[src/hw/rtl/tsd_pkg.sv]
package tsd_pkg;

  // packet geometry
  localparam int PACKET_BYTES_DEF = 188;
  localparam int TS_LIMIT         = 188;

  // configuration register reset values and indexes
  localparam logic [7:0] VIDEO_TYPE_RST = 8'h1b;
  localparam logic [7:0] AUDIO_TYPE_RST = 8'h0f;
  localparam logic       REG_VIDEO_TYPE = 1'b0;
  localparam logic       REG_AUDIO_TYPE = 1'b1;

  localparam logic [16:0] COUNT_MAX = 17'h1ffff;

  // result kinds
  localparam logic [1:0] KIND_PAYLOAD  = 2'd0;
  localparam logic [1:0] KIND_COMPLETE = 2'd1;
  localparam logic [1:0] KIND_ERROR    = 2'd2;

  // error codes
  localparam logic [2:0] ERR_NONE       = 3'd0;
  localparam logic [2:0] ERR_ADAPT_ZERO = 3'd1;
  localparam logic [2:0] ERR_PES_PREFIX = 3'd2;
  localparam logic [2:0] ERR_STREAM_TYP = 3'd3;
  localparam logic [2:0] ERR_UNKNOWN_PID = 3'd4;
  localparam logic [2:0] ERR_LENGTH     = 3'd5;
  localparam logic [2:0] ERR_START_CODE = 3'd6;

  typedef enum logic [4:0] {
    PH_HEADER, PH_ADAPT_LEN, PH_ADAPT_SKIP, PH_DROP,
    PH_PTR, PH_PTR_SKIP, PH_TID, PH_SLEN_HI, PH_SLEN_LO,
    PH_PAT_HDR, PH_PAT_ENTRY, PH_PMT_HDR, PH_PMT_PIL_HI, PH_PMT_PIL_LO,
    PH_PMT_INFO, PH_PMT_ES, PH_PMT_ESINFO,
    PH_PES_HDR, PH_PES_PTS, PH_PES_HSKIP, PH_PES_DATA
  } phase_t;

  typedef struct packed {
    logic [1:0]  kind;
    logic        is_video;
    logic [7:0]  payload_byte;
    logic        unit_first;
    logic [16:0] unit_length;
    logic [32:0] unit_pts;
    logic        key_frame;
    logic [2:0]  error_code;
    logic        last;
  } result_t;

endpackage

[src/hw/rtl/tsd_parser.sv]
module tsd_parser #(
  parameter int PACKET_BYTES = tsd_pkg::PACKET_BYTES_DEF
) (
  input  logic             clk,
  input  logic             rst,
  input  logic             cfg_we,
  input  logic             cfg_addr,
  input  logic [7:0]       cfg_data,
  input  logic             step,
  input  logic [7:0]       byte_in,
  output logic [1:0]       res_n,
  output tsd_pkg::result_t res0,
  output tsd_pkg::result_t res1
);
  import tsd_pkg::*;

  localparam int PW = $clog2(PACKET_BYTES + 1);

  function automatic logic [32:0] decode_pts(input logic [39:0] v);
    decode_pts = {v[35:33], v[31:24], v[23:17], v[15:8], v[7:1]};
  endfunction

  logic [7:0]  video_type, audio_type;
  logic [PW-1:0] pos, pos_next;
  phase_t      ph, ph_next;
  logic [12:0] pid, pid_next;
  logic        usf, usf_next;
  logic [1:0]  fc, fc_next;
  logic [15:0] skip, skip_next;
  logic [11:0] srem, srem_next;
  logic [15:0] fsh, fsh_next;
  logic [7:0]  pst, pst_next;
  logic [12:0] pmt_pid, pmt_pid_next, vpid, vpid_next, apid, apid_next;
  logic [39:0] ptsh, ptsh_next;
  logic [32:0] spts [2];
  logic [32:0] spts_next [2];
  logic [16:0] pcnt [2];
  logic [16:0] pcnt_next [2];
  logic [15:0] elen [2];
  logic [15:0] elen_next [2];
  logic [39:0] vhead, vhead_next;

  // per-byte decode helpers
  logic [PW-1:0] p;
  logic          s;
  logic [16:0]   cnt;
  logic          start_ok, key;
  logic [2:0]    cu_err;
  logic          is_psi, is_str;
  phase_t        ep_ph;
  logic          ep_fail;
  logic          pes_start;

  // configuration registers
  always_ff @(posedge clk) begin
    if (rst) begin
      video_type <= VIDEO_TYPE_RST;
      audio_type <= AUDIO_TYPE_RST;
    end else if (cfg_we) begin
      if (cfg_addr == REG_VIDEO_TYPE) video_type <= cfg_data;
      if (cfg_addr == REG_AUDIO_TYPE) audio_type <= cfg_data;
    end
  end

  // unit completion check for the current stream
  always_comb begin
    s        = (pid == vpid);
    cnt      = pcnt[s];
    start_ok = 1'b1;
    key      = 1'b0;
    if (s) begin
      if (cnt >= 17'd5) begin
        start_ok = (vhead[39:8] == 32'd1);
        key      = start_ok && (vhead[4:0] == 5'd5);
      end else if (cnt == 17'd4) begin
        start_ok = (vhead == 40'd1);
      end else begin
        start_ok = 1'b0;
      end
    end
    if (cnt != {1'b0, elen[s]}) cu_err = ERR_LENGTH;
    else if (!start_ok)         cu_err = ERR_START_CODE;
    else                        cu_err = ERR_NONE;
    is_psi  = (pid == 13'd0) || (pid == pmt_pid);
    is_str  = (pid == vpid) || (pid == apid);
    ep_fail = 1'b0;
    if (is_psi)      ep_ph = usf ? PH_PTR : PH_DROP;
    else if (is_str) ep_ph = usf ? PH_PES_HDR : PH_PES_DATA;
    else begin
      ep_ph   = PH_DROP;
      ep_fail = 1'b1;
    end
  end

  // next state and results
  always_comb begin
    p = (pos >= PW'(PACKET_BYTES)) ? '0 : pos;
    pos_next = (32'(p) + 1 >= PACKET_BYTES) ? '0 : p + PW'(1);
    ph_next = ph; pid_next = pid; usf_next = usf; fc_next = fc;
    skip_next = skip; srem_next = srem; fsh_next = fsh; pst_next = pst;
    pmt_pid_next = pmt_pid; vpid_next = vpid; apid_next = apid;
    ptsh_next = ptsh; vhead_next = vhead;
    spts_next = spts; pcnt_next = pcnt; elen_next = elen;
    pes_start = 1'b0;
    res_n = 2'd0;
    res0 = '0;
    res1 = '0;
    if (p == '0) begin
      ph_next = PH_HEADER;
    end else if (32'(p) < TS_LIMIT) begin
      case (ph)
        PH_HEADER: begin
          if (p == PW'(1)) begin
            usf_next = byte_in[6];
            pid_next = {byte_in[4:0], 8'h00};
          end else if (p == PW'(2)) begin
            pid_next = {pid[12:8], byte_in};
          end else begin
            fc_next = byte_in[5:4];
            if (byte_in[5]) ph_next = PH_ADAPT_LEN;
            else if (byte_in[5:4] == 2'd1) begin
              ph_next = ep_ph;
              if (is_str && !is_psi) skip_next = '0;
              if (ep_fail) begin
                res_n = 2'd1;
                res0.kind = KIND_ERROR;
                res0.error_code = ERR_UNKNOWN_PID;
              end
            end else ph_next = PH_DROP;
          end
        end
        PH_ADAPT_LEN: begin
          if (byte_in == 8'd0) begin
            ph_next = PH_DROP;
            res_n = 2'd1;
            res0.kind = KIND_ERROR;
            res0.error_code = ERR_ADAPT_ZERO;
          end else begin
            skip_next = {8'd0, byte_in};
            ph_next = PH_ADAPT_SKIP;
          end
        end
        PH_ADAPT_SKIP: begin
          skip_next = skip - 16'd1;
          if (skip == 16'd1) begin
            if (fc == 2'd3) begin
              ph_next = ep_ph;
              if (is_str && !is_psi) skip_next = '0;
              if (ep_fail) begin
                res_n = 2'd1;
                res0.kind = KIND_ERROR;
                res0.error_code = ERR_UNKNOWN_PID;
              end
            end else ph_next = PH_DROP;
          end
        end
        PH_DROP: ;
        PH_PTR: begin
          skip_next = {8'd0, byte_in};
          ph_next = (byte_in != 8'd0) ? PH_PTR_SKIP : PH_TID;
        end
        PH_PTR_SKIP: begin
          skip_next = skip - 16'd1;
          if (skip == 16'd1) ph_next = PH_TID;
        end
        PH_TID: ph_next = PH_SLEN_HI;
        PH_SLEN_HI: begin
          fsh_next = {12'd0, byte_in[3:0]};
          ph_next = PH_SLEN_LO;
        end
        PH_SLEN_LO: begin
          srem_next = {fsh[3:0], byte_in};
          skip_next = (pid == 13'd0) ? 16'd5 : 16'd7;
          ph_next = (pid == 13'd0) ? PH_PAT_HDR : PH_PMT_HDR;
        end
        PH_PAT_HDR, PH_PAT_ENTRY, PH_PMT_HDR, PH_PMT_PIL_HI,
        PH_PMT_PIL_LO, PH_PMT_INFO, PH_PMT_ES, PH_PMT_ESINFO: begin
          if (srem == 12'd0) ph_next = PH_DROP;
          else begin
            srem_next = srem - 12'd1;
            case (ph)
              PH_PAT_HDR, PH_PMT_HDR: begin
                skip_next = skip - 16'd1;
                if (skip == 16'd1)
                  ph_next = (ph == PH_PAT_HDR) ? PH_PAT_ENTRY : PH_PMT_PIL_HI;
              end
              PH_PAT_ENTRY: begin
                skip_next = {14'd0, skip[1:0] + 2'd1};
                if (skip == 16'd0) begin
                  if (srem < 12'd8) ph_next = PH_DROP;
                  else fsh_next = {8'd0, byte_in};
                end else if (skip == 16'd1) begin
                  fsh_next = ({fsh[7:0], byte_in} != 16'd0) ? 16'd1 : 16'd0;
                end else if (skip == 16'd2) begin
                  fsh_next = {fsh[0], 2'b00, byte_in[4:0], 8'h00};
                end else if (fsh[15]) begin
                  pmt_pid_next = {fsh[12:8], byte_in};
                end
              end
              PH_PMT_PIL_HI: begin
                fsh_next = {12'd0, byte_in[3:0]};
                ph_next = PH_PMT_PIL_LO;
              end
              PH_PMT_PIL_LO: begin
                skip_next = {4'd0, fsh[3:0], byte_in};
                ph_next = ({fsh[3:0], byte_in} != 12'd0) ? PH_PMT_INFO : PH_PMT_ES;
              end
              PH_PMT_INFO, PH_PMT_ESINFO: begin
                skip_next = skip - 16'd1;
                if (skip == 16'd1) ph_next = PH_PMT_ES;
              end
              default: begin
                // elementary stream loop entry
                if (skip == 16'd0) begin
                  if (srem <= 12'd4) ph_next = PH_DROP;
                  else begin
                    pst_next = byte_in;
                    skip_next = 16'd1;
                  end
                end else if (skip == 16'd1) begin
                  fsh_next = {11'd0, byte_in[4:0]};
                  skip_next = 16'd2;
                end else if (skip == 16'd2) begin
                  if (pst == video_type) begin
                    vpid_next = {fsh[4:0], byte_in};
                    skip_next = 16'd3;
                  end else if (pst == audio_type) begin
                    apid_next = {fsh[4:0], byte_in};
                    skip_next = 16'd3;
                  end else begin
                    ph_next = PH_DROP;
                    res_n = 2'd1;
                    res0.kind = KIND_ERROR;
                    res0.error_code = ERR_STREAM_TYP;
                  end
                end else if (skip == 16'd3) begin
                  fsh_next = {12'd0, byte_in[3:0]};
                  skip_next = 16'd4;
                end else begin
                  skip_next = {4'd0, fsh[3:0], byte_in};
                  ph_next = ({fsh[3:0], byte_in} != 12'd0) ? PH_PMT_ESINFO : PH_PMT_ES;
                end
              end
            endcase
          end
        end
        PH_PES_HDR: begin
          skip_next = skip + 16'd1;
          if ((skip <= 16'd1 && byte_in != 8'd0) ||
              (skip == 16'd2 && byte_in != 8'd1)) begin
            skip_next = skip;
            ph_next = PH_DROP;
            res_n = 2'd1;
            res0.kind = KIND_ERROR;
            res0.is_video = s;
            res0.error_code = ERR_PES_PREFIX;
          end else if (skip == 16'd2) begin
            pes_start = 1'b1;
          end else if (skip == 16'd4) begin
            fsh_next = {8'd0, byte_in};
          end else if (skip == 16'd5) begin
            fsh_next = {fsh[7:0], byte_in};
          end else if (skip == 16'd7) begin
            ptsh_next = {39'd0, byte_in[7]};
          end else if (skip >= 16'd8) begin
            elen_next[s] = fsh - 16'd3 - {8'd0, byte_in};
            spts_next[s] = '0;
            ptsh_next = '0;
            fsh_next = '0;
            skip_next = {8'd0, byte_in};
            if (byte_in == 8'd0) ph_next = PH_PES_DATA;
            else ph_next = ptsh[0] ? PH_PES_PTS : PH_PES_HSKIP;
          end
        end
        PH_PES_PTS: begin
          ptsh_next = {ptsh[31:0], byte_in};
          fsh_next = fsh + 16'd1;
          skip_next = skip - 16'd1;
          if (fsh == 16'd4) begin
            spts_next[s] = decode_pts({ptsh[31:0], byte_in});
            ph_next = (skip != 16'd1) ? PH_PES_HSKIP : PH_PES_DATA;
          end else if (skip == 16'd1) begin
            ph_next = PH_PES_DATA;
          end
        end
        PH_PES_HSKIP: begin
          skip_next = skip - 16'd1;
          if (skip == 16'd1) ph_next = PH_PES_DATA;
        end
        PH_PES_DATA: begin
          res_n = 2'd1;
          res0.kind = KIND_PAYLOAD;
          res0.is_video = s;
          res0.payload_byte = byte_in;
          res0.unit_first = (cnt == 17'd0);
          if (s && cnt < 17'd5) vhead_next = {vhead[31:0], byte_in};
          if (cnt < COUNT_MAX) pcnt_next[s] = cnt + 17'd1;
        end
        default: ph_next = PH_DROP;
      endcase
    end
    // report the previous unit of this stream
    if (pes_start && cnt != 17'd0) begin
      res0.kind = KIND_COMPLETE;
      res0.is_video = s;
      res0.unit_length = cnt;
      res0.unit_pts = spts[s];
      res0.key_frame = key;
      res1.kind = KIND_ERROR;
      res1.is_video = s;
      res1.error_code = cu_err;
      res_n = (cu_err != ERR_NONE) ? 2'd2 : 2'd1;
      pcnt_next[s] = '0;
      if (s) vhead_next = '0;
    end
    res0.last = (res_n == 2'd1);
    res1.last = 1'b1;
  end

  // parser state
  always_ff @(posedge clk) begin
    if (rst) begin
      pos <= '0; ph <= PH_HEADER; pid <= '0; usf <= 1'b0; fc <= '0;
      skip <= '0; srem <= '0; fsh <= '0; pst <= '0;
      pmt_pid <= '0; vpid <= '0; apid <= '0; ptsh <= '0; vhead <= '0;
      spts[0] <= '0; spts[1] <= '0; pcnt[0] <= '0; pcnt[1] <= '0;
      elen[0] <= '0; elen[1] <= '0;
    end else if (step) begin
      pos <= pos_next; ph <= ph_next; pid <= pid_next; usf <= usf_next;
      fc <= fc_next; skip <= skip_next; srem <= srem_next; fsh <= fsh_next;
      pst <= pst_next; pmt_pid <= pmt_pid_next; vpid <= vpid_next;
      apid <= apid_next; ptsh <= ptsh_next; vhead <= vhead_next;
      spts <= spts_next; pcnt <= pcnt_next; elen <= elen_next;
    end
  end

endmodule

[src/hw/rtl/tsd_result_fifo.sv]
module tsd_result_fifo (
  input  logic             clk,
  input  logic             rst,
  input  logic [1:0]       push_n,
  input  tsd_pkg::result_t push0,
  input  tsd_pkg::result_t push1,
  input  logic             pop,
  output logic             room2,
  output logic             valid,
  output tsd_pkg::result_t head
);
  import tsd_pkg::*;

  result_t    mem [4];
  logic [1:0] wr, rd;
  logic [2:0] count;
  logic       do_pop;

  assign do_pop = pop && valid;
  assign valid  = (count != 3'd0);
  assign room2  = (count <= 3'd2);
  assign head   = mem[rd];

  // storage writes
  always_ff @(posedge clk) begin
    if (push_n != 2'd0) mem[wr] <= push0;
    if (push_n == 2'd2) mem[wr + 2'd1] <= push1;
  end

  // pointers and fill level
  always_ff @(posedge clk) begin
    if (rst) begin
      wr <= '0;
      rd <= '0;
      count <= '0;
    end else begin
      wr <= wr + push_n;
      rd <= rd + {1'b0, do_pop};
      count <= count + {1'b0, push_n} - {2'b00, do_pop};
    end
  end

  a_no_overflow: assert property (@(posedge clk) disable iff (rst)
    (count + {1'b0, push_n}) <= 3'd4)
    else $error("result queue overflow");
  a_level_bound: assert property (@(posedge clk) disable iff (rst)
    count <= 3'd4)
    else $error("result queue level out of range");
  a_reset_empty: assert property (@(posedge clk) rst |=> count == 3'd0)
    else $error("result queue not empty after reset");

endmodule

[src/hw/rtl/transport_stream_demux_core.sv]
// transport stream demultiplexer
// s_axis carries the packet-aligned transport stream, one byte per beat
// (tdata[7:0] = stream_byte). m_axis carries results: tuser gives the kind
// and stream, tdata the payload byte or unit report, tlast marks the last
// result caused by one input byte (one byte gives zero, one or two results).
// cfg_we/cfg_addr/cfg_data write the video (0) and audio (1) stream types.
// A byte taken into the input register is parsed there once the result queue has
// room for two results, and its results are then offered from the queue.
// One byte per cycle is accepted while the four-entry result queue has room
// for two results; the queue drains one result per cycle while m_axis_tready
// is high, so the rate is one byte per cycle unless a byte yields two results.
// Reset clears all parse state, the learned PIDs and the queue, and loads
// the stream type registers with 0x1b (video) and 0x0f (audio).
// When the receiver stalls the queue fills and s_axis_tready drops; no
// result is lost.
module transport_stream_demux_core #(
  parameter int PACKET_BYTES = tsd_pkg::PACKET_BYTES_DEF
) (
  input  logic        clk,
  input  logic        rst,
  input  logic        s_axis_tvalid,
  output logic        s_axis_tready,
  input  logic [7:0]  s_axis_tdata,  // [7:0] stream_byte
  output logic        m_axis_tvalid,
  input  logic        m_axis_tready,
  // [7:0] payload_byte, [8] unit_first, [25:9] unit_length,
  // [58:26] unit_pts, [59] key_frame, [62:60] error_code, [63] zero
  output logic [63:0] m_axis_tdata,
  output logic [2:0]  m_axis_tuser,  // [1:0] result_kind, [2] is_video
  output logic        m_axis_tlast,
  input  logic        cfg_we,
  input  logic        cfg_addr,
  input  logic [7:0]  cfg_data
);
  import tsd_pkg::*;

  logic       in_valid;
  logic [7:0] in_byte;
  logic       step, room2, q_valid;
  logic [1:0] res_n;
  result_t    res0, res1, head;

  assign step = in_valid && room2;
  assign s_axis_tready = !in_valid || step;

  // input register
  always_ff @(posedge clk) begin
    if (rst) begin
      in_valid <= 1'b0;
    end else if (s_axis_tready) begin
      in_valid <= s_axis_tvalid;
    end
  end

  always_ff @(posedge clk) begin
    if (s_axis_tready && s_axis_tvalid) in_byte <= s_axis_tdata;
  end

  tsd_parser #(.PACKET_BYTES(PACKET_BYTES)) u_parser (
    .clk, .rst, .cfg_we, .cfg_addr, .cfg_data,
    .step, .byte_in(in_byte),
    .res_n, .res0, .res1
  );

  tsd_result_fifo u_queue (
    .clk, .rst,
    .push_n(step ? res_n : 2'd0),
    .push0(res0), .push1(res1),
    .pop(m_axis_tready),
    .room2, .valid(q_valid), .head
  );

  // result packing
  assign m_axis_tvalid = q_valid;
  assign m_axis_tdata  = {1'b0, head.error_code, head.key_frame, head.unit_pts,
                          head.unit_length, head.unit_first, head.payload_byte};
  assign m_axis_tuser  = {head.is_video, head.kind};
  assign m_axis_tlast  = head.last;

endmodule

[config.mk]
export PLATFORM = sky130hd
export DESIGN_NAME = transport_stream_demux_core
export DESIGN_NICKNAME = d
export VERILOG_FILES = /design/src/hw/rtl/tsd_pkg.sv /design/src/hw/rtl/tsd_parser.sv /design/src/hw/rtl/tsd_result_fifo.sv /design/src/hw/rtl/transport_stream_demux_core.sv
export SDC_FILE = /design/constraint.sdc
export NUM_CORES = 2
export LEC_CHECK = 0
export BUFFER_PORTS_ARGS = -buffer_cell sky130_fd_sc_hd__buf_2
export CAP_MARGIN = 40
export CORE_UTILIZATION = 49
export DETAILED_ROUTE_END_ITERATION = 8
export PLACE_DENSITY_LB_ADDON = 0.25
export SYNTH_ARGS = -nofsm -noshare
export SYNTH_HDL_FRONTEND = slang
export SYNTH_SLANG_ARGS = --single-unit
[constraint.sdc]
create_clock -name clk -period 6.4 [get_ports clk]
set_input_delay 1.28 -clock clk [delete_from_list [all_inputs] [get_ports clk]]
set_output_delay 1.28 -clock clk [all_outputs]
set_load 0.005 [all_outputs]
==> flow_metrics.tcl <==
set metrics [dict create \
    status "finished, final reports clean" \
    crit_type "reg -> reg" \
    ys_types 92 \
    clk-insertion-delay-late_ns 0.62 \
    crit_fanout 9 \
    finalSetupViolations 0 \
    yosysMostFrequentCell "dfxtp_1" \
    wl_um 84300 \
    core-area_mm2 0.0621 \
    grt_usage_pct 26.0 \
    rsz0062_at_grt "no" \
    synthTopCellsByArea "dfxtp_1, mux2i_1, nor2_1" \
    slew_headroom_pct 25.1 \
    vias 25148 \
    dp.cells 4152 \
    gp_congestion 0.984 \
    grt_max_degree 230 \
    place_hpwl_um 55000 \
    drt_first_iter_violations 2331 \
    grt_pass1_vias 23607 \
    grt_pass1_wl_um 134000 \
    post_cts_buffers 0 \
    row_count 91 \
    area_growth_pct 9.81 \
    clk_pin_slew_ns 0.06 \
    drtAntennaViolNets 0 \
    p_leak_uw 0.0128 \
    cts_tree "built" \
    holdWs_ns 0.452 \
    timing.final.max_slew_violations 0 \
    setup_ws_ns 1.31 \
    ys_seq_elements 619 \
    synth_edf_count 28 \
    antenna_found_initial 0 \
    cts-resized-gates 0 \
    cp-start-kind "flip-flop" \
    cap_violations 0 \
    io_pins 92 \
    cp.arrival_ns 5.57 \
    route.detailed.drc 0 \
    drive_above_1_share_pct 12.0 \
    viasPerCell 5.88 \
    ys_warn_count 0 \
    cts-root-buf "clkbuf_16" \
    cp.required_ns 6.88 \
    start_util_pct 49.9 \
    max_clock_freq_ghz 0.196 \
    synth_top_area_share_pct 38.2 \
    numClockSinks 619 \
    finalCritPeriodShare_pct 79.5 \
    crit_chain "xnor2_1, nand4_1, nor4_4, mux2i_1, inv_1, ha_1, nor4b_1, nand3_1, nor3_1, mux2_2, o221a_1, o22a_1, buf_4, nand3_1, ha_1, inv_1, ha_1, inv_1, fa_1, xnor2_1, xnor2_1, nor2_1" \
    dr.pass1.iters 6 \
    hold_viol_final 0 \
    power_density_mw_per_mm2 254 \
    worstMarginPinSlew_ns 1.12 \
    syn_nets 3500 \
    post-place-ws_ns 1.35 \
    die-width_um 253 \
    clock_path_buffers 3 \
    worst_path_max_delay_cell "nor4_4" \
    fillCellCount 5610 \
    end_kind "flip-flop" \
    setup_tns_ns 0 \
    crit_path_max_incr_delay_ns 0.67 \
    cts_buffers 69 \
    seq_area_frac_synth_pct 40.9 \
    skew_ns 0.0261 \
    cp_num_buf_inv 4 \
    cts_hold_buffers 0 \
    hp-class "reg -> reg" \
    synthTopCellsByCount "dfxtp_1, nor2_1, mux2i_1" \
    wire_per_inst_um 19.7 \
    dieArea_mm2 0.0642 \
    ys.flop_type "dfxtp_1" \
    fin_crit_ns 5.09 \
    io_buffer_count 90 \
    yosysTopAreaCell "dfxtp_1" \
    fin_nets 3448 \
    fp.dieH_um 253 \
    ys_async_sr_fraction_pct 0 \
    syn_area_mm2 0.0310 \
    peakVddDrop_mv 0.180 \
    crit_family "simple AND/OR/NAND/NOR gates" \
    htree_levels 3 \
    synthCells 3439 \
    diodes 0 \
    avgSynthCellArea_um2 9.01 \
    grt_overflow 0 \
    fin_cells 4275 \
]
==> report_power, final <==
group / internal (uW) / total, uW / switching (uW)
Sequential: 3910 / 4000 / 91.4
Combinational: 262 / 667 / 405
Clock: 2280 / 3960 / 1680
Total: 6460 / 8630 / 2170
==> logic make-up (layout without fill, tap and decap cells) <==
family	count (synthesis)	after routing	synth area share [%]
AND/OR/NAND/NOR	1299	1299	19.5
flip-flops	619	619	40.9
AO/OA/AOI/OAI	568	568	11.9
multiplexers	425	425	16.5
buffers and inverters	345	344	5.61
XOR/XNOR	143	143	4.04
adder cells (fa/ha/maj)	39	39	1.62
other	1	1	0.0121
==> worst min-delay path, stage by stage (launching register included) <==
cell and delay, ns:
dfxtp_1 0.30, nand2_1 0.05, a21oi_1 0.05
==> path summary, 6_finish.rpt <==
kind / start / endpoint / slack, ns / cells after the start
worst min-delay path: u_parser.spts[18] / u_parser.spts[18] / 0.45 / 2
worst max-delay path: u_parser.pid[11] / u_queue.count[2] / 1.31 / 22
worst min register to register: u_parser.spts[18] / u_parser.spts[18] / 0.45 / 2
worst max register to register: u_parser.pid[11] / u_queue.count[2] / 1.31 / 22
==> final cells by class <==
| cell class | instances | area, um^2 | share of cell area [%] |
|---|---|---|---|
| Tap cell | 837 | 1050 | 3.08 |
| Clock buffer | 89 | 1900 | 5.59 |
| Timing Repair Buffer | 157 | 1100 | 3.23 |
| Multi-Input combinational cell | 2475 | 16700 | 49.1 |
| Sequential cell | 619 | 12700 | 37.3 |
| Clock inverter | 33 | 352 | 1.03 |
| Inverter | 65 | 244 | 0.717 |
==> flip-flops by register name (all words and copies together) (netlist names), 16 cells and up <==
signal / flops
u_queue.mem: 268
u_parser.spts: 66
u_parser.vhead: 40
u_parser.pcnt: 34
u_parser.elen: 32
u_parser.ptsh: 27
u_parser.fsh: 16
u_parser.skip: 16
==> metal layers <==
metal | vias up | share of wire (%) | track usage [%]
met3 | 158 | 6.8 | 4.60
met1 | 12039 | 45 | 35.9
met5 | - | 0 | 0
li1 | 12063 | - | -
met2 | 888 | 46 | 41.2
met4 | 0 | 2.6 | 8.14
==> cell usage in the layout (no fill, tap or decap), drive strengths merged, types with 69 or more instances in the layout <==
master	netlist	final
o21ai	76	76
buf	87	157
nand3	168	168
nand2	273	273
nor3	71	71
xor2	76	76
inv	65	69
nor2	546	546
clkbuf	193	89
dfxtp	591	591
mux2i	353	353
a21oi	223	223
==> stage by stage <==
stage	power, uW	instance area (um^2)	utilization, %
2_1_floorplan	4530	31000	-
3_3_place_gp	4750	31600	51.0
3_5_place_dp	4750	31800	51.2
4_1_cts	8700	34000	54.8
5_1_grt	8920	34000	54.8
6_report	8630	34000	54.8
Power figures use the tool's default switching activity.
